==> config.mk <==
export PLATFORM = sky130hd
export DESIGN_NAME = rhht_front
export DESIGN_NICKNAME = d
export VERILOG_FILES = /design/src/hdl/rhht_pkg.sv /design/src/hdl/rhht_front.sv
export SDC_FILE = /design/constraint.sdc
export NUM_CORES = 1
export LEC_CHECK = 0
export BUFFER_PORTS_ARGS = -buffer_cell sky130_fd_sc_hd__buf_2
export CAP_MARGIN = 20
export CORE_UTILIZATION = 47
export CTS_CLUSTER_DIAMETER = 150
export CTS_CLUSTER_SIZE = 12
export DETAILED_ROUTE_END_ITERATION = 10
export PLACE_DENSITY_LB_ADDON = 0.25
export SLEW_MARGIN = 25
export SYNTH_ARGS = -nofsm -noshare
export SYNTH_HDL_FRONTEND = slang
export SYNTH_SLANG_ARGS = --single-unit
==> constraint.sdc <==
create_clock -name aclk -period 9.17 [get_ports aclk]
set_clock_uncertainty 0.2 [all_clocks]
set_input_delay 0.4585 -clock aclk [delete_from_list [all_inputs] [get_ports aclk]]
set_output_delay 0.4585 -clock aclk [all_outputs]
set_load 0.005 [all_outputs]
==> src/hdl/rhht_pkg.sv <==
`default_nettype none

package rhht_pkg;

    localparam int SLOTS      = 1024;
    localparam int KEY_BITS   = 64;
    localparam int VALUE_BITS = 64;

    localparam int SLOT_W  = $clog2(SLOTS);
    localparam int COUNT_W = $clog2(SLOTS + 1);

    localparam logic [7:0]  TAG_EMPTY   = 8'h80;
    localparam logic [10:0] MAX_DEFAULT = 11'd768;

    // request kinds as they arrive
    localparam logic [1:0] KIND_INSERT = 2'd0;
    localparam logic [1:0] KIND_LOOKUP = 2'd1;
    localparam logic [1:0] KIND_REMOVE = 2'd2;

    // result status codes
    localparam logic [1:0] ST_OK        = 2'd0;
    localparam logic [1:0] ST_EXISTS    = 2'd1;
    localparam logic [1:0] ST_FULL      = 2'd2;
    localparam logic [1:0] ST_NOT_FOUND = 2'd3;

    typedef enum logic [1:0] {
        OP_INSERT,
        OP_LOOKUP,
        OP_REMOVE,
        OP_INVALID
    } op_t;

    typedef struct packed {
        logic [1:0]  kind;
        logic [63:0] key;
        logic [63:0] hash;
        logic [63:0] value;
    } in_t;

    typedef struct packed {
        logic [1:0]  status;
        logic [63:0] found_value;
        logic [10:0] entry_count;
    } out_t;

    // classified request handed from front to engine
    typedef struct packed {
        op_t                   op;
        logic [KEY_BITS-1:0]   key;
        logic [63:0]           hash;
        logic [VALUE_BITS-1:0] value;
    } job_t;

    // one slot of the table
    typedef struct packed {
        logic [7:0]            tag;
        logic [63:0]           hash;
        logic [KEY_BITS-1:0]   key;
        logic [VALUE_BITS-1:0] value;
    } word_t;

    localparam word_t EMPTY_WORD = '{tag: TAG_EMPTY, default: '0};

endpackage

`default_nettype wire

==> src/hdl/rhht_front.sv <==
`default_nettype none

module rhht_front (
    input  wire logic          aclk,
    input  wire logic          aresetn,
    input  wire logic          s_valid,
    output logic               s_ready,
    input  wire rhht_pkg::in_t s_data,
    input  wire logic          init_done,
    output logic               job_valid,
    output rhht_pkg::job_t     job,
    input  wire logic          job_pop
);
    import rhht_pkg::*;

    job_t       q_reg [2];
    logic       wp_reg, wp_next;
    logic       rp_reg, rp_next;
    logic [1:0] cnt_reg, cnt_next;
    job_t       in_job;
    logic       push;

    always_comb begin
        case (s_data.kind)
            KIND_INSERT: in_job.op = OP_INSERT;
            KIND_LOOKUP: in_job.op = OP_LOOKUP;
            KIND_REMOVE: in_job.op = OP_REMOVE;
            default:     in_job.op = OP_INVALID;
        endcase
        in_job.key   = s_data.key[KEY_BITS-1:0];
        in_job.hash  = s_data.hash;
        in_job.value = s_data.value[VALUE_BITS-1:0];
    end

    assign s_ready   = (cnt_reg != 2'd2) && init_done;
    assign push      = s_valid && s_ready;
    assign job_valid = (cnt_reg != 2'd0);
    assign job       = q_reg[rp_reg];

    always_comb begin
        wp_next  = push ? ~wp_reg : wp_reg;
        rp_next  = job_pop ? ~rp_reg : rp_reg;
        cnt_next = cnt_reg + 2'(push) - 2'(job_pop);
    end

    always_ff @(posedge aclk) begin
        if (!aresetn) begin
            wp_reg  <= 1'b0;
            rp_reg  <= 1'b0;
            cnt_reg <= 2'd0;
        end else begin
            wp_reg  <= wp_next;
            rp_reg  <= rp_next;
            cnt_reg <= cnt_next;
        end
        if (push) begin
            q_reg[wp_reg] <= in_job;
        end
    end

endmodule

`default_nettype wire

* Word-level counts from Yosys, hierarchy flattened
Memory sizes are Yosys's and may differ from the RTL's. A register that Yosys moved wholly into a read port is not among the register bits.
Index checks and enable logic that the tools add are counted.
W data, S select, Z words.
** Operators by class
- Mux-type cells :: 5
- Add/subtract/negate cells :: 2
- Eq/ne operators :: 3
- Bitwise operators :: 2
- Reductions and logical operators :: 4
** Operator list (count)
- $pmux W2 S3 :: 1
- $mux W1 :: 4
- $add A2 B1 Y2 :: 1
- $eq A2 B1 Y1 const B :: 1
- $eq A2 B2 Y1 const B :: 1
- $logic_and A1 B1 Y1 :: 2
- $logic_not A2 Y1 :: 1
- $ne A2 B2 Y1 const B :: 1
- $not A1 Y1 :: 2
- $reduce_bool A2 Y1 :: 1
- $sub A2 B1 Y2 :: 1
** Storage, ports and cells
- Memories :: 1
- Register bits after elaboration :: 4
- Memory bits (writable) :: 388
- Input bits :: 199
- Output and inout port bits :: 196
- Word-level logic and storage cells :: 20
** Memories
- q_reg :: words 2, width 194, rd ports 1, clocked after memory_dff 1, write ports 1, RTL line rhht_front.sv:16 : job_t q_reg [2];

* Logic depth before layout (Yosys ltp)
Gate-level depths: netlist of the first run.
- Depth after elaboration :: 5
- Gate-level depth with buffers :: 8
- Gate-level depth less buffers :: 8

* Worst setup path after synthesis of the first run
No wires, ideal clock.
- Kind :: input to register
- Start point :: in s_valid
- End point :: mem q_reg[0][0] (netlist name), enable pin
- Data arrival time :: 8.644 ns
- Buffers on the path :: 0
- Library setup time :: 0.752 ns
- Slack :: -0.426 ns
- Data required time :: 8.218 ns
- Cell stages on the path :: 2
- Path through :: nand3_1 nor2_1
** On the way
- Cells in the longest elaborated chain, start to end :: 3
** RTL lines
- start: declaration :: RTL line rhht_front.sv:6 : input wire logic s_valid,
- $logic_and A1 B1 Y1 :: RTL line rhht_front.sv:36 : assign push = s_valid && s_ready;
- $mux W1 :: RTL line rhht_front.sv:56 : if (push) begin
- $mux W1 (not written as such) :: RTL line rhht_front.sv:57 : q_reg[wp_reg] <= in_job;
- end: declaration :: RTL line rhht_front.sv:16
Every way passes these cells.

==> metrics, run 1 <==
adder-cell share of the synthesized area=0.1678%; drt pass-1 iters=4; cell taking the most area after synthesis=edfxtp_1; GR peak layer=met2; run status=complete, no violations; post-synth top area share=a little under 80%; PD cells=between 150 and 200 mW/mm^2; Cells after Synth=630; final WL=~32000 um; Yosys reg bits=between 300 and 400; RSZ-0062 raised after global routing=no; type of origin of the critical path=register; Clock Tree Buf Depth=3; Post-DRT Antenna Nets=0; area delta synth->final=35.80%; Max VDD drop=approximately 190 uV; P_leak=0.007919 uW; CORE AREA=around 0.031 sq mm; Initial Utilization=between 40% and 50%; Critical Path Slowest Stage Cell=buf_4; I/O Pins=around 400; delay-heaviest family, CP=buffers and inverters; Die ar.=approximately 0.032 sq mm; GR Util met1=23.18%; FFs w/ async S/R, synth=0%; cell count along the critical path=4; final core utilization=65.51%; chip width=180.1 um; syn nets=around 830; max_slew headroom=approximately a third; Power, Total=~4000 uW; layout net count=1444; CTS tree=built; CTS root buf=clkbuf_16; Slew Viols, Final=0; met3 GRT Util=5.497%; grt ovf=0; synth unique cells=20; clock-pin slew on the worst setup and hold paths=~0.06 ns; pin count of the biggest net entering global routing=74; crit-path max cell delay=0.82 ns; Crit Path Class=register to primary output; most used cell, CP=buf_4; f_max=between 200 and 300 MHz; post-synthesis simple-gate area fraction=less than 1%; Worst setup EP type=primary output; Slew @ Worst Pin=roughly 1.0 ns; gpl congestion=0.7977; placement row count=64; PortBufs=roughly 390; CTS sink cnt=slightly below 400; WP data arrival=around 3.2 ns; layout cells sized above 1=between 50% and 60%; crit share post-route=a little over two fifths; first-pass GRT wire length=47920 um; H-tree depth=2; commonest cells after routing, fill and taps aside=buf_2 (394), edfxtp_1 (388), dlygate4sd3_1 (194), mux2_4 (160), clkbuf_16 (41); final setup violation count=0; Worst-Skew Late Latency=about 0.50 ns; commonest non-fill, non-tap cell in the layout=buf_2; largest family of logic cells by synthesized area=multiplexers; max reg flops=388; register area share after synthesis=between 70% and 80%; WP buf/inv=3; Cells on Worst Hold Path=2; total CTS buffers=38; vias=slightly above 8000; post-synthesis xor/xnor area fraction=less than 1%; setup tns final=0 ns; Main synth FF type=edfxtp_1; initial antenna violation count=4; DRC=0; Syn Area/Cell=between 20 and 25 sq um; met2 GRT Util=about a third; Synth Warn #=0; crit-path cells=buf_4 -> buf_4 -> mux2_2 -> buf_2; 1st-iter DRT viols=about 420; post-synthesis compound-gate area fraction=0%; Post-DP HPWL=about 20000 um; Max-Cap Viols=0; placed cells=about 1400; post-synthesis cell area=approximately 0.015 sq mm; Post-synth EDFFs=about 390; Hold Crit Class=input pin to register; post-route minimum period=between 3 and 4 ns; Worst EP required=~8.5 ns; Total GRT Usage=19.26%; number of cells on the worst reg-to-reg path=4; Vias/cell=slightly below 5; hold violation count in the final report=0; Wirelength per Cell=19.31 um; Cell Count, Final, Fillers Out=1651; CP Max Fanout=between 50 and 60; Synth area leaders=edfxtp_1 (78%), mux2_4 (16%), mux2_2 (2.6%); die extent in y=about 180 um; vias in the first global route=slightly below 9000; post-synthesis mux area share=18.75%
where the power goes:
part | total, uW | switching [uW] | internal [uW]
clock network | 1390 | 592 | 795
registers | 2120 | 32.2 | 2090
logic | 516 | 221 | 295
total | 4030 | 846 | 3180
area by class of cell:
type	count	area (sq um)
Fill cell	2092	10660
Clock inverter	1	5.005
Timing Repair Buffer	597	4001
Tap cell	396	495.5
Multi-Input combinational cell	212	2928
Clock buffer	48	1052
Antenna cell	3	7.507
Inverter	1	3.754
Sequential cell	393	11760
path summary, 6_finish.rpt:
check | start | slack [ns] | endpoint
worst max-delay path | register | 5.35 | job[25]
worst min-delay path | aresetn | 0.04 | cnt_reg[1]
worst max register to register | cnt_reg[0] | 6.24 | q_reg[1][128]
worst min register to register | wp_reg | 0.34 | wp_reg
kinds of logic after synthesis:
| family | after synthesis |
|---|---|
| xor+xnor | 3 |
| fa+ha+maj | 2 |
| buf+inv | 25 |
| flops | 393 |
| mux | 195 |
| simple gates | 12 |
routing by layer:
layer | vias to the layer above | part of all wire, %
li1 | 3719 | -
met1 | 3950 | 40
met2 | 329 | 50
met3 | 61 | 7.4
met4 | 2 | 2.7
met5 | - | 0.041
cells in the mapped netlist, types with 2 or more instances:
| master | n |
|---|---|
| clkbuf_1 | 2 |
| xnor2_1 | 2 |
| mux2_2 | 34 |
| nand2b_1 | 2 |
| edfxtp_1 | 388 |
| dfxtp_1 | 5 |
| buf_2 | 3 |
| ha_1 | 2 |
| buf_6 | 18 |
| and2_1 | 5 |
| mux2_4 | 160 |
metrics by stage:
step / cell area [sq um] / hold slack (ns) / setup slack, ns
after global placement: 17210 / 0.3128 / 5.412
after detailed placement: 17240 / 0.3394 / 5.881
after floorplan: 14910 / 0.2660 / 2.851
final: 20250 / 0.03518 / 5.345
after CTS: 20240 / 0.01042 / 5.328
after global routing: 20250 / 0.02863 / 5.206
timing repair:
action,CTS,global route
endpoints found under the hold margin,388,0
resized for setup,0,0
hold buffers,194,0
buffers inserted,0,0
No activity file was read; power rests on OpenSTA's default activity.
==> run 2: changes to the inputs <==
ABC_AREA = 1   (was not set)
CORE_UTILIZATION = 53   (was 47)
clock period = 3.6 ns   (was 9.17 ns; I/O delays follow)
==> metrics, run 2 <==
pin count of the biggest net entering global routing=between 100 and 150; RR Startpoint=cnt_reg[0]; FFs w/ async S/R, synth=0%; layout cells sized above 1=roughly half; commonest cells after routing, fill and taps aside=buf_2 (394), edfxtp_1 (388), dlygate4sd3_1 (199), mux2_4 (160), clkbuf_16 (39); CP Max Fanout=44; CTS root buf=clkbuf_16; Hold Crit Class=input pin to register; Slew Viols, Final=0; max reg flops=about 390; P_leak=~0.0080 uW; CTS sink cnt=393; Post-synth EDFFs=slightly below 400; Worst setup EP type=primary output; commonest non-fill, non-tap cell in the layout=buf_2; post-synth top area share=a little under 80%; final WL=around 32000 um; Cells after Synth=~640; Max-Cap Viols=0; H-tree depth=2; hold violation count in the final report=0; placed cells=roughly 1400; Clock Tree Buf Depth=3; Synth Warn #=0; Worst-Skew Late Latency=just over 0.5 ns; post-synthesis cell area=between 0.01 and 0.015 sq mm; cell taking the most area after synthesis=edfxtp_1; vias=between 8000 and 9000; area taken by multi-input logic gates=between 0.002 and 0.003 sq mm; Die ar.=approximately 0.029 sq mm; end of the worst hold path=cnt_reg[1]; run status=complete, no violations; Final Cell Area=slightly above 0.02 sq mm; Switching Fraction=roughly a fifth; clock-pin slew on the worst setup and hold paths=roughly 0.060 ns; Cell Area, Placed=roughly 0.017 sq mm; Crit Path Class=register to primary output; R2R Setup Slk=between 1 and 1.5 ns; most common cell in the synthesized netlist=edfxtp_1; crit share post-route=between 70% and 80%; Slew @ Worst Pin=between 0.7 and 0.8 ns; number of cells on the worst reg-to-reg path=8; Wirelength per Cell=19.13 um; grt ovf=0; I/O Pins=just under 400; die extent in y=approximately 170 um; area delta synth->final=36.38%; Worst EP required=~3.2 ns; R2R Path End=wp_reg; Cells on Worst Hold Path=7; Total GRT Usage=a little over a fifth; Post CTS Setup Buffer Count=0; type of origin of the critical path=register; fillers=roughly 1600; WP data arrival=roughly 2.3 ns; CORE AREA=around 0.028 sq mm; Main synth FF type=edfxtp_1; clock share of power=35.1%; Synth top cells by count=edfxtp_1 (388), mux2_4 (160), mux2_2 (34); DRC=0; Psw=around 2000 uW; Initial Utilization=a little over half; Max VDD drop=between 400 and 500 uV; total CTS buffers=38; 1st-iter DRT viols=between 400 and 500; Yosys reg bits=a little under 400; PortBufs=just under 400; placement row count=between 60 and 70; CTS tree=built; Post-DRT Antenna Nets=0; PD cells=between 400 and 500 mW/mm^2; final setup violation count=0; vias in the first global route=8830; f_max=between 300 and 400 MHz; gpl congestion=approximately 0.76; layout net count=1465; Post-DP HPWL=between 15000 and 20000 um; Cell Count, Final, Fillers Out=about 1700; syn nets=around 840; Sequential Power Share=between 50% and 60%; synth unique cells=16; initial antenna violation count=1; Vias/cell=about 4.9; P_int=between 7000 and 8000 uW; post-route minimum period=roughly 2.7 ns; Syn Area/Cell=approximately 23 sq um; drt pass-1 iters=4; max_slew headroom=a little under half; min-delay src=init_done; register area share after synthesis=78.74%; chip width=between 150 and 200 um; Logic pwr share=between 10% and 20%; Synth area leaders=edfxtp_1 (78%), mux2_4 (16%), mux2_2 (2.6%); Reg area=0.01176 sq mm; RSZ-0062 raised after global routing=no; first-pass GRT wire length=around 47000 um
## run 2: cell count changes after synthesis, sizes merged, moves of 2 or more
cell    change
and2        -5
xnor2       -2
nand2       +9
inv         +8
nor2        +5
nand2b      -2
## run 2: worst max path at each step
stage / from / to / slack, ns / cells past startpoint
6_report: register / job[22] / 0.89 / 3
5_1_grt: register / job[22] / 0.78 / 3
4_1_cts: register / job[22] / 0.84 / 3
3_5_place_dp: register / job[1] / 1.40 / 3
3_3_place_gp: register / job[1] / 1.41 / 3
2_1_floorplan: cnt_reg[0] / q_reg[0][0] / -0.45 / 4
## run 2: timing repair
item | in CTS | in global routing
hold buffers | 199 | 0
endpoints found under the hold margin | 393 | 0
resized for setup | 0 | 0
## run 2: kinds of logic (layout without fill, tap and decap cells)
family                   Yosys count  in the layout  share of synthesized area [%]
flip-flops                       393            393                          78.74
multiplexers                     194            194                          18.66
buffers and inverters             33            662                          1.836
AND/OR/NAND/NOR                   19             19                         0.5114
adder cells (fa/ha/maj)            2              2                         0.1676
AO/OA/AOI/OAI                      2              2                        0.08382
other                              0              1                              0
## run 2: critical path, stage by stage (launching register included)
cell	delay (ns)
dfxtp_4	0.87
buf_4	0.41
mux2_2	0.38
buf_2	0.13
## run 2: stage by stage
step / TNS [ns] / worst slack (ns) / utilization (%) / hold WS [ns] / power, uW
5_1_grt: 0 / 0.7841 / 73.45 / 0.1815 / 10200
3_5_place_dp: 0 / 1.397 / 62.60 / 0.1708 / 6312
3_3_place_gp: 0 / 1.406 / 62.60 / 0.1676 / 6288
4_1_cts: 0 / 0.8428 / 73.45 / 0.1368 / 9911
6_report: 0 / 0.8899 / 73.46 / 0.1448 / 9860
2_1_floorplan: -169.69 / -0.4455 / - / 0.07342 / 5921
## run 2: cell type report
cell class              count  share of cell area [%]
inverters                   9                  0.1844
repair buffers            605                   20.41
clock buffers              46                   4.924
clock inverters             2                 0.06762
multi-input cells         217                   14.32
well taps                 378                   2.324
diodes                      1                 0.01229
flip-flops and latches    393                   57.76
## run 2: power by group through the flow
stage	Sequential, uW	Clock (uW)	Combinational [uW]
finish	5320	3460	1090
global route	5330	3710	1160
detailed placement	5410	0	901
CTS	5320	3510	1080
global placement	5400	0	887
floorplan	5400	0	525
## run 2: routing by layer
metal	wire, um	track usage [%]	up-vias
li1	-	-	3763
met1	11730	24.00	4019
met2	16540	39.20	309
met3	2550	6.203	57
met4	763	7.246	0
met5	0	0	-
==> run 3: changes to the inputs <==
clock period = 2.8 ns   (was 3.6 ns; I/O delays follow)
==> metrics, run 3 (synthesized netlist as in run 2, its figures left out) <==
run status=complete, no violations; initial antenna violation count=2; Post-DRT Antenna Nets=0; pin count of the biggest net entering global routing=approximately 100; DRC=0; hold violation count in the final report=0; min-delay src=s_valid; Slew @ Worst Pin=0.6793 ns; CTS sink cnt=slightly below 400; grt ovf=0; post_cts resized=0; P_leak=between 0.008 and 0.009 uW; cts hold-fix bufs=about 200; die extent in y=approximately 170 um; dpl ws=0.9254 ns; gpl congestion=0.7610; CORE AREA=approximately 0.028 sq mm; crit-path max cell delay=around 0.58 ns; layout cells sized above 1=roughly half; Reg area=0.01176 sq mm; Post CTS Setup Buffer Count=0; Worst EP required=about 2.5 ns; Max VDD drop=between 600 and 700 uV; CP Max Fanout=53; area delta synth->final=36.62%; vias in the first global route=between 8000 and 9000; Post-DP HPWL=18620 um; Hold Crit Class=input pin to register; crit-path cells=buf_12 -> mux2_2 -> buf_2; placement row count=between 60 and 70; total CTS buffers=38; Worst-Skew Late Latency=0.52 ns; clock-pin slew on the worst setup and hold paths=0.06 ns; RSZ-0062 raised after global routing=no; Final Cell Area=approximately 0.02 sq mm; WP data arrival=~2.1 ns; I/O Pins=395; WP buf/inv=2; type of origin of the critical path=register; H-tree depth=2; layout net count=1464; fillers=1615; max_slew headroom=54.71%; Cell Area, Placed=0.01734 sq mm; Worst setup EP type=primary output; Critical Path Slowest Stage Cell=dfxtp_4; first-pass GRT wire length=roughly 46000 um; post-route minimum period=around 2.4 ns; vias=8153; delay-heaviest family, CP=flip-flops; Slew Viols, Final=0; PD cells=around 630 mW/mm^2; final WL=31580 um; commonest cells after routing, fill and taps aside=buf_2 (394), edfxtp_1 (388), dlygate4sd3_1 (199), mux2_4 (160), clkbuf_16 (41); Vias/cell=4.935; CTS root buf=clkbuf_16; Wirelength per Cell=between 15 and 20 um; Clock Tree Buf Depth=3; PortBufs=394; f_max=413.9 MHz; CTS tree=built; chip width=169.8 um; area taken by multi-input logic gates=between 0.002 and 0.003 sq mm; Max-Cap Viols=0; final setup violation count=0; Crit Path Class=register to primary output; RR Startpoint=cnt_reg[0]; crit share post-route=roughly 86%; final worst slack=around 0.38 ns; 1st-iter DRT viols=between 400 and 500; drt pass-1 iters=4; Initial Utilization=a little over half; max reg flops=a little under 400; Total GRT Usage=between 20% and 30%; commonest non-fill, non-tap cell in the layout=buf_2; Die ar.=a little under 0.03 sq mm
==> run 3: changes by cell type in the layout (fill, tap and decap cells not counted), sizes merged <==
cell	delta
diode	+1
buf	-1
clkbuf	+2
inv	-1
==> run 3: per-stage QoR <==
stage	power (uW)	instances	setup TNS, ns	utilization [%]	hold slack [ns]
floorplan	7613	643	-480.09	-	0.03342
global placement	8084	1402	0	62.57	0.1270
detailed placement	8116	1402	0	62.57	0.1308
CTS	12900	1650	0	73.58	0.08487
global route	13230	1651	0	73.59	0.1269
finish	12790	1652	0	73.59	0.1103
==> run 3: routing by layer <==
metal  track usage [%]  vias up  share of wire, %
li1                  -     3765                 -
met1             23.26     3985                37
met2             38.38      343                52
met3             6.926       60               8.6
met4             7.364        0               2.7
met5                 0        -                 0
==> run 3: area by class of cell <==
cell class / count / share of cell area (%)
Multi-Input combinational cell: 217 / 14.29
Inverter: 9 / 0.1841
Antenna cell: 2 / 0.02455
Clock inverter: 1 / 0.02455
Tap cell: 378 / 2.320
Sequential cell: 393 / 57.66
Timing Repair Buffer: 604 / 20.34
Clock buffer: 48 / 5.161
==> run 3: tightest hold or removal path: cells and delay by family <==
kind	cells	cell delay [ns]
compound gates	1	0.07
buf+inv	2	0.16
simple gates	3	0.25
fa+ha+maj	1	0.17
==> run 3: power breakdown <==
group	internal, uW	switching (uW)	total (uW)	leakage [uW]
sequential	6750	72.3	6820	0.00359
clock	2600	1950	4560	0.000517
combinational	811	598	1410	0.00390
==> run 3: path summary, 6_finish.rpt <==
check | cells past startpoint | slack, ns | endpoint
setup / recovery | 3 | 0.38 | job[25]
hold / removal | 7 | 0.11 | cnt_reg[1]
setup reg to reg | 8 | 0.71 | wp_reg
hold reg to reg | 2 | 0.31 | rp_reg
